<file path="config.mk">
export PLATFORM = sky130hd
export DESIGN_NAME = i4dp_lane
export DESIGN_NICKNAME = d
export VERILOG_FILES = /design/src/int4_lut_dot_product_two_rows_core_macros.svh /design/src/i4dp_pkg.sv /design/src/i4dp_lane.sv
export SDC_FILE = /design/constraint.sdc
export NUM_CORES = 1
export LEC_CHECK = 0
export BUFFER_PORTS_ARGS = -buffer_cell sky130_fd_sc_hd__clkbuf_2
export CORE_MARGIN = 1.5
export CORE_UTILIZATION = 55
export DETAILED_ROUTE_END_ITERATION = 10
export GPL_TIMING_DRIVEN = 0
export PLACE_DENSITY = 0.75
export SYNTH_ARGS = -nofsm -noshare
export SYNTH_HDL_FRONTEND = slang
export SYNTH_SLANG_ARGS = --single-unit
</file>
<file path="constraint.sdc">
create_clock -name clk -period 8 [get_ports clk]
set_clock_uncertainty 0.15 [all_clocks]
set_input_delay 2 -clock clk [delete_from_list [all_inputs] [get_ports clk]]
set_output_delay 2 -clock clk [all_outputs]
set_load 0.02 [all_outputs]
</file>
<file path="src/int4_lut_dot_product_two_rows_core_macros.svh">
// assertion macros for the two-row lookup dot product core
// used by the top level; expects signals named clk and rst in scope
`ifndef INT4_LUT_DOT_PRODUCT_TWO_ROWS_CORE_MACROS_SVH
`define INT4_LUT_DOT_PRODUCT_TWO_ROWS_CORE_MACROS_SVH

// same-cycle implication, disabled during reset
`define I4DP_ASSERT_NOW(lbl, ante, cons, msg) \
  lbl: assert property (@(posedge clk) disable iff (rst) (ante) |-> (cons)) else $error(msg);

// next-cycle implication, disabled during reset
`define I4DP_ASSERT_NEXT(lbl, ante, cons, msg) \
  lbl: assert property (@(posedge clk) disable iff (rst) (ante) |=> (cons)) else $error(msg);

`endif

</file>
<file path="src/i4dp_pkg.sv">
// shared widths, defaults and control structs for the two-row lookup dot product
// no dependencies
package i4dp_pkg;

  // default packing of one weight word
  localparam int DEF_CODES_PER_WORD = 8;
  localparam int DEF_CODE_BITS      = 4;

  // fixed field widths
  localparam int WORD_W    = 32;
  localparam int ACT_W     = 8;
  localparam int NUM_ACTS  = 8;
  localparam int ACTS_W    = ACT_W * NUM_ACTS;
  localparam int INDEX_W   = 4;
  localparam int VAL_W     = 16;
  localparam int PROD_W    = ACT_W + VAL_W;
  localparam int SUM_W     = 32;

  // request kinds
  localparam logic ACTION_LOAD  = 1'b0;
  localparam logic ACTION_ACCUM = 1'b1;

  // table row select
  localparam logic ROW_0 = 1'b0;
  localparam logic ROW_1 = 1'b1;

  // per-lane control from the pipeline controller
  typedef struct packed {
    logic wr_en;
    logic wr_row;
    logic rd_en;
    logic mul_en;
  } lane_ctrl_t;

  // merge stage control
  typedef struct packed {
    logic sum_en;
    logic acc_en;
    logic emit;
  } merge_ctrl_t;

endpackage

</file>
<file path="src/i4dp_lane.sv">
// one multiply lane: private copy of both row tables, registered lookup, product register
// depends on i4dp_pkg
module i4dp_lane #(
  parameter int CODE_BITS = i4dp_pkg::DEF_CODE_BITS
) (
  input  logic                             clk,
  input  i4dp_pkg::lane_ctrl_t             ctrl,
  input  logic [CODE_BITS-1:0]             wr_addr,
  input  logic signed [i4dp_pkg::VAL_W-1:0] wr_data,
  input  logic [CODE_BITS-1:0]             code0,
  input  logic [CODE_BITS-1:0]             code1,
  input  logic signed [i4dp_pkg::ACT_W-1:0] act,
  output logic signed [i4dp_pkg::PROD_W-1:0] prod0,
  output logic signed [i4dp_pkg::PROD_W-1:0] prod1
);
  import i4dp_pkg::*;

  localparam int TABLE_SIZE = 1 << CODE_BITS;

  logic signed [VAL_W-1:0] mem0 [TABLE_SIZE];
  logic signed [VAL_W-1:0] mem1 [TABLE_SIZE];

  logic signed [VAL_W-1:0] rdata0;
  logic signed [VAL_W-1:0] rdata1;
  logic signed [ACT_W-1:0] act_q;

  // table writes, broadcast to every lane
  always_ff @(posedge clk) begin
    if (ctrl.wr_en && ctrl.wr_row == ROW_0) begin
      mem0[wr_addr] <= wr_data;
    end
    if (ctrl.wr_en && ctrl.wr_row == ROW_1) begin
      mem1[wr_addr] <= wr_data;
    end
  end

  // registered lookup, activation travels alongside
  always_ff @(posedge clk) begin
    if (ctrl.rd_en) begin
      rdata0 <= mem0[code0];
      rdata1 <= mem1[code1];
      act_q  <= act;
    end
  end

  // signed 8 x 16 products
  always_ff @(posedge clk) begin
    if (ctrl.mul_en) begin
      prod0 <= PROD_W'(act_q) * PROD_W'(rdata0);
      prod1 <= PROD_W'(act_q) * PROD_W'(rdata1);
    end
  end

endmodule

</file>
==> impl_metrics.py <==
metrics = {
    "run_status": {
        "run_status": "complete, no violations",
    },
    "setup_path": {
        "rr_endpoint": "prod0[17]",
        "crit_type": "reg -> reg",
        "reg2reg_slack_ns": 2.00,
        "worst_setup_path_end_kind": "register",
        "start_kind": "register",
        "worstPathRequired_ns": 8.24,
        "worstPathArrival_ns": 6.24,
        "path_max_fanout": 10,
        "reg2reg_depth": 16,
        "startpoint": "act_q[7]",
        "r2r_start": "act_q[7]",
    },
    "sta": {
        "tns_ns": 0,
        "period_needed_ns": 6.003,
        "setup_slack_ns": 1.997,
        "relSlewSlack": 0.1841,
        "worstMarginPinSlew_ns": 1.224,
        "finalCritPeriodShare": 0.7504,
        "setup_viol": 0,
        "slew_viol_final": 0,
        "rsz0062_at_grt": "no",
        "timing.fmax_mhz": 166.6,
        "final_hold_viol_count": 0,
    },
    "power_and_ir_drop": {
        "p_per_area_nw_per_um2": 337.1,
        "report.power.total_mw": 11.85,
        "peakVddDrop_mv": 0.2241,
        "p_leak_nw": 12.99,
    },
    "final_layout": {
        "antenna-diode-count": 0,
        "area_growth_pct": 12.05,
        "nets": 2448,
        "final_area_um2": 35160,
        "layout-drive-gt1-share": 0.1863,
        "finalCoreUtilization": 0.6235,
    },
    "cts": {
        "htree_levels": 2,
        "postCtsHoldBufs": 0,
        "postCtsSetupBuffers": 0,
        "cts_sinks": 600,
        "cts_resized": 0,
        "clockRootBuffer": "clkbuf_16",
        "numCtsBuffers": 59,
        "clk_path_buf_depth": 3,
        "cts_tree": "yes",
        "clk_pin_slew_ns": 0.06,
        "worstSkewPairLatency_ns": 0.64,
    },
    "floorplan": {
        "pin_count": 89,
        "fp.coreArea_um2": 56390,
        "die-area_um2": 58490,
        "die_y_um": 241.8,
        "fp-row-count": 87,
        "initial_core_util": 0.5564,
        "die_w_um": 241.8,
    },
    "placed_design": {
        "gp_congestion": 0.9075,
        "dp_worst_setup_slack_ns": 2.072,
        "placedInstanceArea_um2": 33140,
        "place_hpwl_um": 47700,
        "numPortBuffers": 80,
    },
    "detailed_routing": {
        "drt-pass1-iter-count": 5,
        "first_iter_violations": 1595,
        "postRouteWirelength_um": 70020,
        "via_count": 16889,
        "drc": 0,
        "drt-vias-per-instance": 5.796,
        "routedWlPerCell_um": 24.03,
        "ant_nets": 0,
    },
    "yosys": {
        "synth_seq_area_share": 0.5743,
        "synth_warnings": 0,
        "ys_types": 53,
        "synth_ff_type": "edfxtp_1",
        "synth_area_um2": 31380,
        "netlist_instances": 1947,
        "syn_nets": 2284,
        "synth_edf_count": 600,
        "async_reset_ff_frac": 0,
        "ys_ff_latch": 600,
        "synth.avg_cell_area_um2": 16.11,
    },
    "grt": {
        "grt_max_degree": 49,
        "antenna_found_initial": 2,
        "grt_pass1_wl_um": 108400,
        "grt_util_all_layers": 0.2478,
        "grt.overflow.total": 0,
        "grt_pass1_vias": 17960,
    },
    "min_path": {
        "hold_path_depth": 1,
        "hold_start": "rdata0[0]",
        "hold_end": "prod0[0]",
        "hold_class": "reg -> reg",
    },
    "flow_run": {
        "cap_violations": 0,
    },
}
-- synth_stat cells, drive strengths merged (5+ instances only) --
| master | number | area share |
|---|---|---|
| xnor2 | 35 | 0.0098 |
| and2 | 183 | 0.036 |
| a21o | 11 | 0.0027 |
| nor2b | 10 | 0.0020 |
| nand3 | 11 | 0.0018 |
| mux4 | 160 | 0.11 |
| nand2 | 81 | 0.0097 |
| inv | 274 | 0.033 |
| edfxtp | 600 | 0.57 |
| o21bai | 5 | 0.0012 |
| a21oi | 35 | 0.0057 |
| xor2 | 7 | 0.0020 |
| nor3 | 6 | 0.00096 |
| a211oi | 7 | 0.0022 |
| a31oi | 6 | 0.0012 |
| buf | 31 | 0.0053 |
| o211ai | 5 | 0.0012 |
| clkbuf | 36 | 0.0043 |
| ha | 90 | 0.036 |
| nand4b | 5 | 0.0014 |
| nor2 | 81 | 0.0097 |
| and3 | 5 | 0.0010 |
| fa | 206 | 0.13 |
| o21ai | 20 | 0.0033 |
| nand2b | 9 | 0.0018 |
-- worst max-delay path by stage --
| stage | to | depth (start not counted) |
|---|---|---|
| floorplan | prod0[21] | 16 |
| global placement | prod0[21] | 17 |
| detailed placement | prod0[21] | 17 |
| CTS | prod0[21] | 17 |
| global route | prod0[17] | 17 |
| finish | prod0[17] | 16 |
-- critical path, stage by stage, from the launching register on --
cell,delay (ns)
edfxtp_1,0.55
inv_1,0.12
clkbuf_1,0.54
buf_1,0.59
nor2_1,0.14
fa_1,0.52
fa_1,0.43
fa_1,0.49
inv_1,0.05
fa_1,0.47
inv_1,0.04
ha_1,0.32
and3_2,0.25
a2111oi_0,0.56
nor2_1,0.18
o221ai_1,0.26
xnor2_1,0.09
-- layout by cell type (no fill, tap or decap), drive strengths merged, types with 5 or more instances in the layout --
master,count
a211oi,7
a21o,11
a21oi,35
a31oi,6
and2,183
and3,5
buf,54
bufinv,10
clkbuf,186
clkinv,22
clkinvlp,5
edfxtp,600
fa,206
ha,90
inv,275
mux4,160
nand2,81
nand2b,9
nand3,11
nand4b,5
nor2,81
nor2b,10
nor3,6
o211ai,5
o21ai,20
o21bai,5
xnor2,35
xor2,7
-- cell type report --
cell class / count / area, um^2
multi-input cells: 1006 / 12110
flip-flops and latches: 600 / 18020
well taps: 756 / 945.9
fillers: 4085 / 21230
plain buffers: 67 / 301.5
clock buffers: 70 / 1518
repair buffers: 103 / 742.0
inverters: 274 / 1028
clock inverters: 38 / 494.2
-- layer usage --
| metal | track usage | share of wire | vias to the layer above |
|---|---|---|---|
| met5 | 0 | 0.00014 | - |
| met2 | 0.4231 | 0.50 | 737 |
| met4 | 0.07096 | 0.026 | 2 |
| met1 | 0.3310 | 0.39 | 8720 |
| met3 | 0.04140 | 0.075 | 135 |
| li1 | - | - | 7295 |
-- logic make-up after synthesis --
logic type | count (synthesis) | share of synthesized area
compound gates | 106 | 0.02201
xor+xnor | 42 | 0.01172
fa+ha+maj | 296 | 0.1673
buf+inv | 341 | 0.04239
flops | 600 | 0.5743
mux | 160 | 0.1149
simple gates | 402 | 0.06743
-- state kept, by name, summed over array words and instances (netlist names) --
name and count:
rdata1 16, mem0 256, prod1 24, rdata0 16, mem1 256, prod0 24, act_q 8
-- per-stage QoR --
step,instances,hold slack [ns]
5_1_grt,2914,0.6675
6_report,2914,0.6203
4_1_cts,2914,0.6296
3_5_place_dp,2806,0.6104
3_3_place_gp,2783,0.5898
2_1_floorplan,1947,0.4581
-- report_power, final --
| group | switching, mW | internal (mW) |
|---|---|---|
| Combinational | 2.93 | 2.09 |
| Clock | 1.20 | 1.68 |
| Sequential | 0.0765 | 3.87 |
Power figures use the tool's default switching activity.
