## src/int4_lut_dot_product_two_rows_core_macros.svh

```systemverilog
// assertion macros for the two-row lookup dot product core
// used by the top level; expects signals named clk and rst in scope
`ifndef INT4_LUT_DOT_PRODUCT_TWO_ROWS_CORE_MACROS_SVH
`define INT4_LUT_DOT_PRODUCT_TWO_ROWS_CORE_MACROS_SVH

// same-cycle implication, disabled during reset
`define I4DP_ASSERT_NOW(lbl, ante, cons, msg) \
  lbl: assert property (@(posedge clk) disable iff (rst) (ante) |-> (cons)) else $error(msg);

// next-cycle implication, disabled during reset
`define I4DP_ASSERT_NEXT(lbl, ante, cons, msg) \
  lbl: assert property (@(posedge clk) disable iff (rst) (ante) |=> (cons)) else $error(msg);

`endif

```

## src/i4dp_pkg.sv

```systemverilog
// shared widths, defaults and control structs for the two-row lookup dot product
// no dependencies
package i4dp_pkg;

  // default packing of one weight word
  localparam int DEF_CODES_PER_WORD = 8;
  localparam int DEF_CODE_BITS      = 4;

  // fixed field widths
  localparam int WORD_W    = 32;
  localparam int ACT_W     = 8;
  localparam int NUM_ACTS  = 8;
  localparam int ACTS_W    = ACT_W * NUM_ACTS;
  localparam int INDEX_W   = 4;
  localparam int VAL_W     = 16;
  localparam int PROD_W    = ACT_W + VAL_W;
  localparam int SUM_W     = 32;

  // request kinds
  localparam logic ACTION_LOAD  = 1'b0;
  localparam logic ACTION_ACCUM = 1'b1;

  // table row select
  localparam logic ROW_0 = 1'b0;
  localparam logic ROW_1 = 1'b1;

  // per-lane control from the pipeline controller
  typedef struct packed {
    logic wr_en;
    logic wr_row;
    logic rd_en;
    logic mul_en;
  } lane_ctrl_t;

  // merge stage control
  typedef struct packed {
    logic sum_en;
    logic acc_en;
    logic emit;
  } merge_ctrl_t;

endpackage

```

## src/i4dp_merge.sv

```systemverilog
// merge stage: adder tree over the lane products, then the wrapping row accumulators
// depends on i4dp_pkg
module i4dp_merge #(
  parameter int CODES_PER_WORD = i4dp_pkg::DEF_CODES_PER_WORD
) (
  input  logic                              clk,
  input  logic                              rst,
  input  i4dp_pkg::merge_ctrl_t             ctrl,
  input  logic signed [i4dp_pkg::PROD_W-1:0] prod0 [CODES_PER_WORD],
  input  logic signed [i4dp_pkg::PROD_W-1:0] prod1 [CODES_PER_WORD],
  output logic signed [i4dp_pkg::SUM_W-1:0]  sum_row0,
  output logic signed [i4dp_pkg::SUM_W-1:0]  sum_row1
);
  import i4dp_pkg::*;

  localparam int TREE_N = 1 << $clog2(CODES_PER_WORD);

  logic signed [SUM_W-1:0] node0 [2*TREE_N-1];
  logic signed [SUM_W-1:0] node1 [2*TREE_N-1];
  logic signed [SUM_W-1:0] part0;
  logic signed [SUM_W-1:0] part1;
  logic signed [SUM_W-1:0] acc0;
  logic signed [SUM_W-1:0] acc1;
  logic signed [SUM_W-1:0] acc0_next;
  logic signed [SUM_W-1:0] acc1_next;

  // tree leaves, padded with zero up to a power of two
  for (genvar j = 0; j < TREE_N; j++) begin : g_leaf
    if (j < CODES_PER_WORD) begin : g_used
      assign node0[TREE_N-1+j] = SUM_W'(prod0[j]);
      assign node1[TREE_N-1+j] = SUM_W'(prod1[j]);
    end else begin : g_pad
      assign node0[TREE_N-1+j] = '0;
      assign node1[TREE_N-1+j] = '0;
    end
  end

  // tree inner nodes, sums wrap at 32 bits
  for (genvar i = 0; i < TREE_N - 1; i++) begin : g_node
    assign node0[i] = node0[2*i+1] + node0[2*i+2];
    assign node1[i] = node1[2*i+1] + node1[2*i+2];
  end

  // registered partial sums of one request
  always_ff @(posedge clk) begin
    if (ctrl.sum_en) begin
      part0 <= node0[0];
      part1 <= node1[0];
    end
  end

  assign acc0_next = acc0 + part0;
  assign acc1_next = acc1 + part1;

  // running accumulators, cleared when a result goes out
  always_ff @(posedge clk) begin
    if (rst) begin
      acc0 <= '0;
      acc1 <= '0;
    end else if (ctrl.acc_en) begin
      if (ctrl.emit) begin
        acc0 <= '0;
        acc1 <= '0;
      end else begin
        acc0 <= acc0_next;
        acc1 <= acc1_next;
      end
    end
  end

  // result register
  always_ff @(posedge clk) begin
    if (ctrl.emit) begin
      sum_row0 <= acc0_next;
      sum_row1 <= acc1_next;
    end
  end

endmodule
```

## config.mk

```make
export PLATFORM = sky130hd
export DESIGN_NAME = i4dp_merge
export DESIGN_NICKNAME = d
export VERILOG_FILES = /design/src/int4_lut_dot_product_two_rows_core_macros.svh /design/src/i4dp_pkg.sv /design/src/i4dp_merge.sv
export SDC_FILE = /design/constraint.sdc
export NUM_CORES = 1
export LEC_CHECK = 0
export BUFFER_PORTS_ARGS = -buffer_cell sky130_fd_sc_hd__buf_2
export CORE_MARGIN = 4
export CORE_UTILIZATION = 50
export DETAILED_ROUTE_END_ITERATION = 7
export PLACE_DENSITY = 0.82
export SYNTH_ARGS = -nofsm -noshare
export SYNTH_HDL_FRONTEND = slang
export SYNTH_SLANG_ARGS = --single-unit
```

## constraint.sdc

```tcl
create_clock -name clk -period 10.9 [get_ports clk]
set_input_delay 1.635 -clock clk [delete_from_list [all_inputs] [get_ports clk]]
set_output_delay 1.635 -clock clk [all_outputs]
set_load 0.02 [all_outputs]
```

==> impl_metrics.py, run 1 <==
metrics = {
    "clock_tree": {
        "cts.repair.resized": 0,
        "cts_inserted_buffers": 17,
        "cts_max_level": 4,
        "cts_hold_buf": 0,
        "tritoncts": "built",
        "cts_buffer_depth": 2,
        "post_cts_buffers": 0,
        "cts-root-buf": "clkbuf_16",
        "clk_pin_slew_worst_paths_ns": 0.07,
        "worstSkewPairLatency_ns": 0.43,
        "cts_sinks": 192,
    },
    "global_routing": {
        "antenna_found_initial": 0,
        "overflow": 0,
        "grt_pass1_wl_um": 98680,
        "groute.usage.overall_pct": 25.08,
        "first_global_vias": 19788,
        "grt_max_degree": 65,
    },
    "layout": {
        "final_nets": 3739,
        "n_fill_cell": 3935,
        "multi_input_area_um2": 16280,
        "syn2layout_area_growth_pct": 15.79,
        "num_antenna_cells": 0,
        "seqCellArea_um2": 5125,
        "drive_above_1_share_pct": 17.70,
    },
    "setup_path": {
        "startpoint_type": "primary input",
        "path_class": "primary input to flop",
        "crit_top_cell": "o21ai_0",
        "slowest_delay_ns": 0.69,
        "crit_arrival_ns": 8.10,
        "worstPathMaxFanout": 6,
        "reg2reg_to": "sum_row1[28]",
        "critPathRequiredTime_ns": 11.07,
        "cp-end-kind": "flop",
        "r2r_cells": 11,
        "r2r_start": "part1[0]",
        "slowest_stage": "a211oi_1",
        "rrSetupSlack_ns": 6.68,
    },
    "placement": {
        "place.port_buffers": 452,
        "place_congestion": 0.9224,
        "place_hpwl_um": 52940,
    },
    "sta": {
        "hold_viol": 0,
        "whs_ns": 0.4745,
        "fin_crit_sh_pct": 72.70,
        "max_freq_mhz": 126.2,
        "rsz0062_at_grt": "no",
        "max_slew_margin_pct": 33.60,
        "setup_viol": 0,
        "clock_skew_ns": 0.01432,
        "worst_slew_pin_slew_ns": 0.9923,
        "final.min_clock_period_ns": 7.925,
        "finalMaxSlewViolations": 0,
        "tns_ns": 0,
    },
    "logic_synthesis": {
        "yosys.area_share.simple_pct": 13.17,
        "synth.avg_cell_area_um2": 9.024,
        "synth_fa_ha_area_share_pct": 27.20,
        "syn_area_um2": 22410,
        "ys_seq_area_share_pct": 22.87,
        "async_flop_share_pct": 0,
        "synth_cells": 2483,
        "synth_cell_types": 81,
        "synth_top_area_share_pct": 17.20,
        "synth-edff-count": 128,
        "synth_xor_area_share_pct": 9.928,
        "synth_top_cell_by_area": "ha_1",
        "synth_top_family_by_area": "adder cells",
        "ys_seq_elements": 192,
        "synthTopCellsByArea": "ha_1 (17%), edfxtp_1 (17%), fa_1 (10%), xnor2_1 (6.9%), dfxtp_1 (5.7%)",
        "synth_compound_area_share_pct": 22.19,
        "synth_warnings": 0,
        "synth_nets": 3292,
        "synth-main-ff-cell": "edfxtp_1",
        "synth_mux_area_share_pct": 0.1340,
    },
    "worst_hold_path": {
        "hp-start": "acc0[28]",
        "worstHoldPathCells": 2,
        "hold_class": "flop to flop",
        "hold_path_end": "acc0[28]",
    },
    "status": {
        "status": "finished, final reports clean",
    },
    "power_and_ir_drop": {
        "powerDensity_nw_per_um2": 284.4,
        "max-vdd-ir-drop_v": 0.0002209,
        "power.leakage_nw": 12.40,
    },
    "route": {
        "first_pass_iters": 5,
        "drt_iter0_drc": 1264,
        "drc_errors": 0,
        "drt-vias-per-instance": 5.718,
        "vias": 20213,
        "avgRoutedWirePerCell_um": 17.81,
        "ant_nets": 0,
        "routed_wl_um": 62970,
    },
    "floorplan": {
        "core_um2": 44220,
        "die_w_um": 219.7,
        "num_io_pins": 453,
        "dieHeight_um": 219.7,
        "rows": 77,
        "dieArea_um2": 48270,
        "initial_core_util_pct": 50.67,
    },
    "flow_run": {
        "max_cap_viol_count": 0,
    },
}
-- through the flow --
step	area, um^2	setup slack [ns]	util (%)	total power [mW]	std cells
global route	25940	2.445	58.67	8.103	3535
CTS	25940	3.118	58.67	7.379	3535
detailed placement	25350	2.713	57.34	6.694	3503
floorplan	22410	3.866	-	5.444	2483
global placement	25350	2.892	57.34	6.525	3503
finish	25940	2.975	58.67	7.379	3535
-- placed cells by master (no fill, tap or decap), types with 21 or more instances in the layout --
master    instances
xor2_1           78
a211oi_1         23
o21bai_1         32
nand3_1          44
nor3_1           52
a21o_1           98
a31oi_1          27
xnor2_1         176
a21boi_0         21
inv_1           237
nor2b_1          39
o21ai_0         127
nor2_1          185
o21a_1           36
nand2_1         115
buf_2           451
edfxtp_1        128
dfxtp_1          64
nand2b_1         35
ha_1            308
a22oi_1          38
or3_1            25
a21oi_1         201
fa_1            112
-- final cells by class --
cell class / instances / share of cell area, %
multi-input combinational: 2022 / 62.74
sequential: 192 / 19.75
timing repair buffer: 459 / 8.931
inverter: 238 / 3.443
tap: 592 / 2.855
clock buffer: 21 / 1.775
clock inverter: 11 / 0.5015
-- worst max-delay path, delay by kind of cell --
kind	cells	cell delay, ns
compound gates	13	3.33
xor+xnor	2	0.28
fa+ha+maj	5	2.03
buf+inv	4	0.24
simple gates	3	0.59
-- registers in the layout, summed over array words and instances (netlist names) --
| register | count |
|---|---|
| acc0 | 32 |
| acc1 | 32 |
| part0 | 32 |
| part1 | 32 |
| sum_row0 | 32 |
| sum_row1 | 32 |
-- cell families (layout without fill, tap and decap cells) --
family	count (synthesis)	count (layout)
AO/OA/AOI/OAI	747	747
XOR/XNOR	254	254
adder cells (fa/ha/maj)	420	420
buffers and inverters	269	729
flip-flops	192	192
multiplexers	3	3
AND/OR/NAND/NOR	598	598
-- per-layer routing --
layer  vias up  wire length [um]  track usage [%]
li1       9901                 -                -
met1      9690             28690            35.07
met2       525             30100            42.01
met3        97              2722            2.772
met4         0              1461            5.757
met5         -                 0                0
-- cell usage after synthesis, drive strengths merged (6+ instances only) --
master   instances
ha             308
inv            237
a21oi          201
nor2           187
xnor2          176
o21ai          129
edfxtp         128
nand2          115
fa             112
a21o            99
xor2            78
dfxtp           64
nor3            54
nand3           44
nor2b           39
a22oi           38
o21a            36
nand2b          35
o21bai          32
clkbuf          29
a31oi           27
or3             25
a211oi          24
a21boi          21
a22o            19
nand4           19
and3            15
and2            13
o211ai          13
o31ai            9
or2              9
and4             8
o31a             8
o41ai            8
a31o             7
nand3b           7
nor4             7
a2111oi          6
a211o            6
a41oi            6
-- report_power, final --
| group | switching (mW) | internal, mW |
|---|---|---|
| registers | 0.137 | 1.38 |
| clock network | 0.278 | 0.354 |
| logic | 3.02 | 2.21 |
-- how the worst max path moves through the flow --
stage / startpoint / end / slack, ns / depth (start not counted)
finish: prod1[0] / part1[26] / 2.98 / 27
global route: prod1[0] / part1[26] / 2.45 / 27
CTS: prod1[0] / part1[26] / 3.12 / 27
detailed placement: prod1[0] / part1[26] / 2.71 / 27
global placement: prod1[0] / part1[26] / 2.89 / 27
floorplan: prod1[48] / part1[26] / 3.87 / 29
Note: power is estimated with default switching activity, not from simulation.
==> inputs of run 2 (changes only) <==
==> constraint.sdc (replaced) <==
create_clock -name clk -period 7.53 [get_ports clk]
set_input_delay 1.1295 -clock clk [delete_from_list [all_inputs] [get_ports clk]]
set_output_delay 1.1295 -clock clk [all_outputs]
set_load 0.02 [all_outputs]
==> run 2 against run 1 <==
Compared with the run above:
- largest power group unchanged
- final cell count rose by 0.17%
- final area rose by 0.20%
- first-iteration DRC count rose by 18%
- clock power rose by 47%
- global-route usage rose by 0.15 points
- routed wire length fell by 0.26%
==> impl_metrics.py, run 2 (synthesis results as in run 1) <==
metrics = {
    "status": {
        "status": "finished, final reports clean",
    },
    "global_routing": {
        "grt_pass1_wl_um": 99030,
        "first_global_vias": 20019,
        "antenna_found_initial": 1,
        "overflow": 0,
        "grt_max_degree": 65,
        "groute.usage.overall_pct": 25.23,
    },
    "worst_hold_path": {
        "hold_class": "flop to flop",
        "worstHoldPathCells": 2,
        "hold_path_end": "acc0[28]",
        "hp-start": "acc0[28]",
    },
    "clock_tree": {
        "cts_sinks": 192,
        "tritoncts": "built",
        "clk_pin_slew_worst_paths_ns": 0.07,
        "worstSkewPairLatency_ns": 0.44,
        "cts_hold_buf": 0,
        "post_cts_buffers": 0,
        "cts_inserted_buffers": 17,
        "cts_max_level": 4,
        "cts.repair.resized": 0,
        "cts-root-buf": "clkbuf_16",
        "cts_buffer_depth": 2,
    },
    "setup_path": {
        "slowest_delay_ns": 0.56,
        "critPathRequiredTime_ns": 7.72,
        "startpoint_type": "primary input",
        "r2r_cells": 11,
        "path_class": "primary input to flop",
        "slowest_stage": "fa_1",
        "reg2reg_to": "sum_row1[28]",
        "cp-end-kind": "flop",
        "crit_arrival_ns": 7.38,
        "crit_top_cell": "o21ai_0",
        "r2r_start": "part1[0]",
        "rrSetupSlack_ns": 3.32,
        "crit_buf_inv": 4,
        "path_delay_family": "compound AO/OA/AOI/OAI gates",
        "worstPathMaxFanout": 6,
    },
    "layout": {
        "final_nets": 3744,
        "drive_above_1_share_pct": 17.91,
        "seqCellArea_um2": 5125,
        "layoutNonFillerInstCount": 3541,
        "design_area_um2": 26000,
        "layout_common_cells": "buf_2 (451), ha_1 (308), inv_1 (237), a21oi_1 (201), nor2_1 (185)",
        "syn2layout_area_growth_pct": 16.01,
        "final_common_cell": "buf_2",
        "n_fill_cell": 3927,
        "fin_util_pct": 58.79,
        "multi_input_area_um2": 16280,
    },
    "floorplan": {
        "initial_core_util_pct": 50.67,
        "die_w_um": 219.7,
        "core_um2": 44220,
        "dieHeight_um": 219.7,
        "dieArea_um2": 48270,
        "num_io_pins": 453,
        "rows": 77,
    },
    "sta": {
        "worst_slew_pin_slew_ns": 0.9756,
        "final.min_clock_period_ns": 7.188,
        "rsz0062_at_grt": "no",
        "finalMaxSlewViolations": 0,
        "fin_crit_sh_pct": 95.45,
        "hold_viol": 0,
        "setup_slack_ns": 0.3423,
        "setup_viol": 0,
        "whs_ns": 0.4685,
        "clock_skew_ns": 0.01001,
        "max_slew_margin_pct": 34.72,
        "tns_ns": 0,
        "max_freq_mhz": 139.1,
    },
    "route": {
        "first_pass_iters": 5,
        "drt-vias-per-instance": 5.706,
        "avgRoutedWirePerCell_um": 17.74,
        "ant_nets": 0,
        "vias": 20204,
        "drt_iter0_drc": 1488,
        "routed_wl_um": 62810,
        "drc_errors": 0,
    },
    "flow_run": {
        "max_cap_viol_count": 0,
    },
    "placement": {
        "place.port_buffers": 452,
        "place_hpwl_um": 53040,
        "dpl.cell_count": 3508,
        "dpl_cell_area_um2": 25390,
        "place_congestion": 0.9245,
        "pre_cts_slack_ns": -0.01762,
    },
    "power_and_ir_drop": {
        "max-vdd-ir-drop_v": 0.0002628,
        "powerDensity_nw_per_um2": 412.8,
        "report.power.total_mw": 10.73,
        "power.leakage_nw": 12.43,
    },
}
==> run 2: cell count changes in the layout (fill, tap and decap cells not counted), sizes merged <==
cell    change
diode       +1
inv         -1
clkbuf      -3
bufinv      +1
buf         +5
clkinv      +3
==> run 2: how the worst max path moves through the flow <==
stage | from | endpoint | slack, ns | cells past startpoint
2_1_floorplan | prod1[48] | part1[26] | 1.00 | 29
4_1_cts | prod1[0] | part1[26] | 0.43 | 27
5_1_grt | prod1[1] | part1[26] | 0.04 | 26
3_5_place_dp | prod1[0] | part1[26] | -0.02 | 27
6_report | prod1[0] | part1[26] | 0.34 | 27
3_3_place_gp | prod1[0] | part1[26] | 0.23 | 27
==> run 2: worst reg2reg max path, cell delays in order (launching register included) <==
cell and delay [ns]:
edfxtp_1 0.40, ha_1 0.26, fa_1 0.42, a21oi_1 0.22
nor2_1 0.10, o311a_1 0.39, o21ai_0 0.51, a211oi_1 0.25
a41oi_1 0.55, o21ai_0 0.23, o31ai_1 0.43, xnor2_1 0.17
==> run 2: metal layers <==
layer | routed length [um] | GRT usage, % | vias to the layer above
met1 | 28430 | 35.11 | 9666
li1 | - | - | 9917
met3 | 2926 | 3.240 | 95
met4 | 1559 | 6.678 | 0
met5 | 0 | 0 | -
met2 | 29900 | 41.65 | 526
==> run 2: layout make-up <==
type / count / share of cell area [%]
antenna: 1 / 0.009626
clock buffer: 18 / 1.689
clock inverter: 14 / 0.6257
inverter: 238 / 3.436
multi-input combinational: 2022 / 62.62
sequential: 192 / 19.71
tap: 592 / 2.849
timing repair buffer: 464 / 9.058
==> run 2: where the power goes <==
group,total (mW),switching (mW),leakage (nW),internal [mW]
Sequential,2.21,0.200,1.77,2.01
Clock,0.929,0.399,0.300,0.530
Combinational,7.60,4.37,10.4,3.23
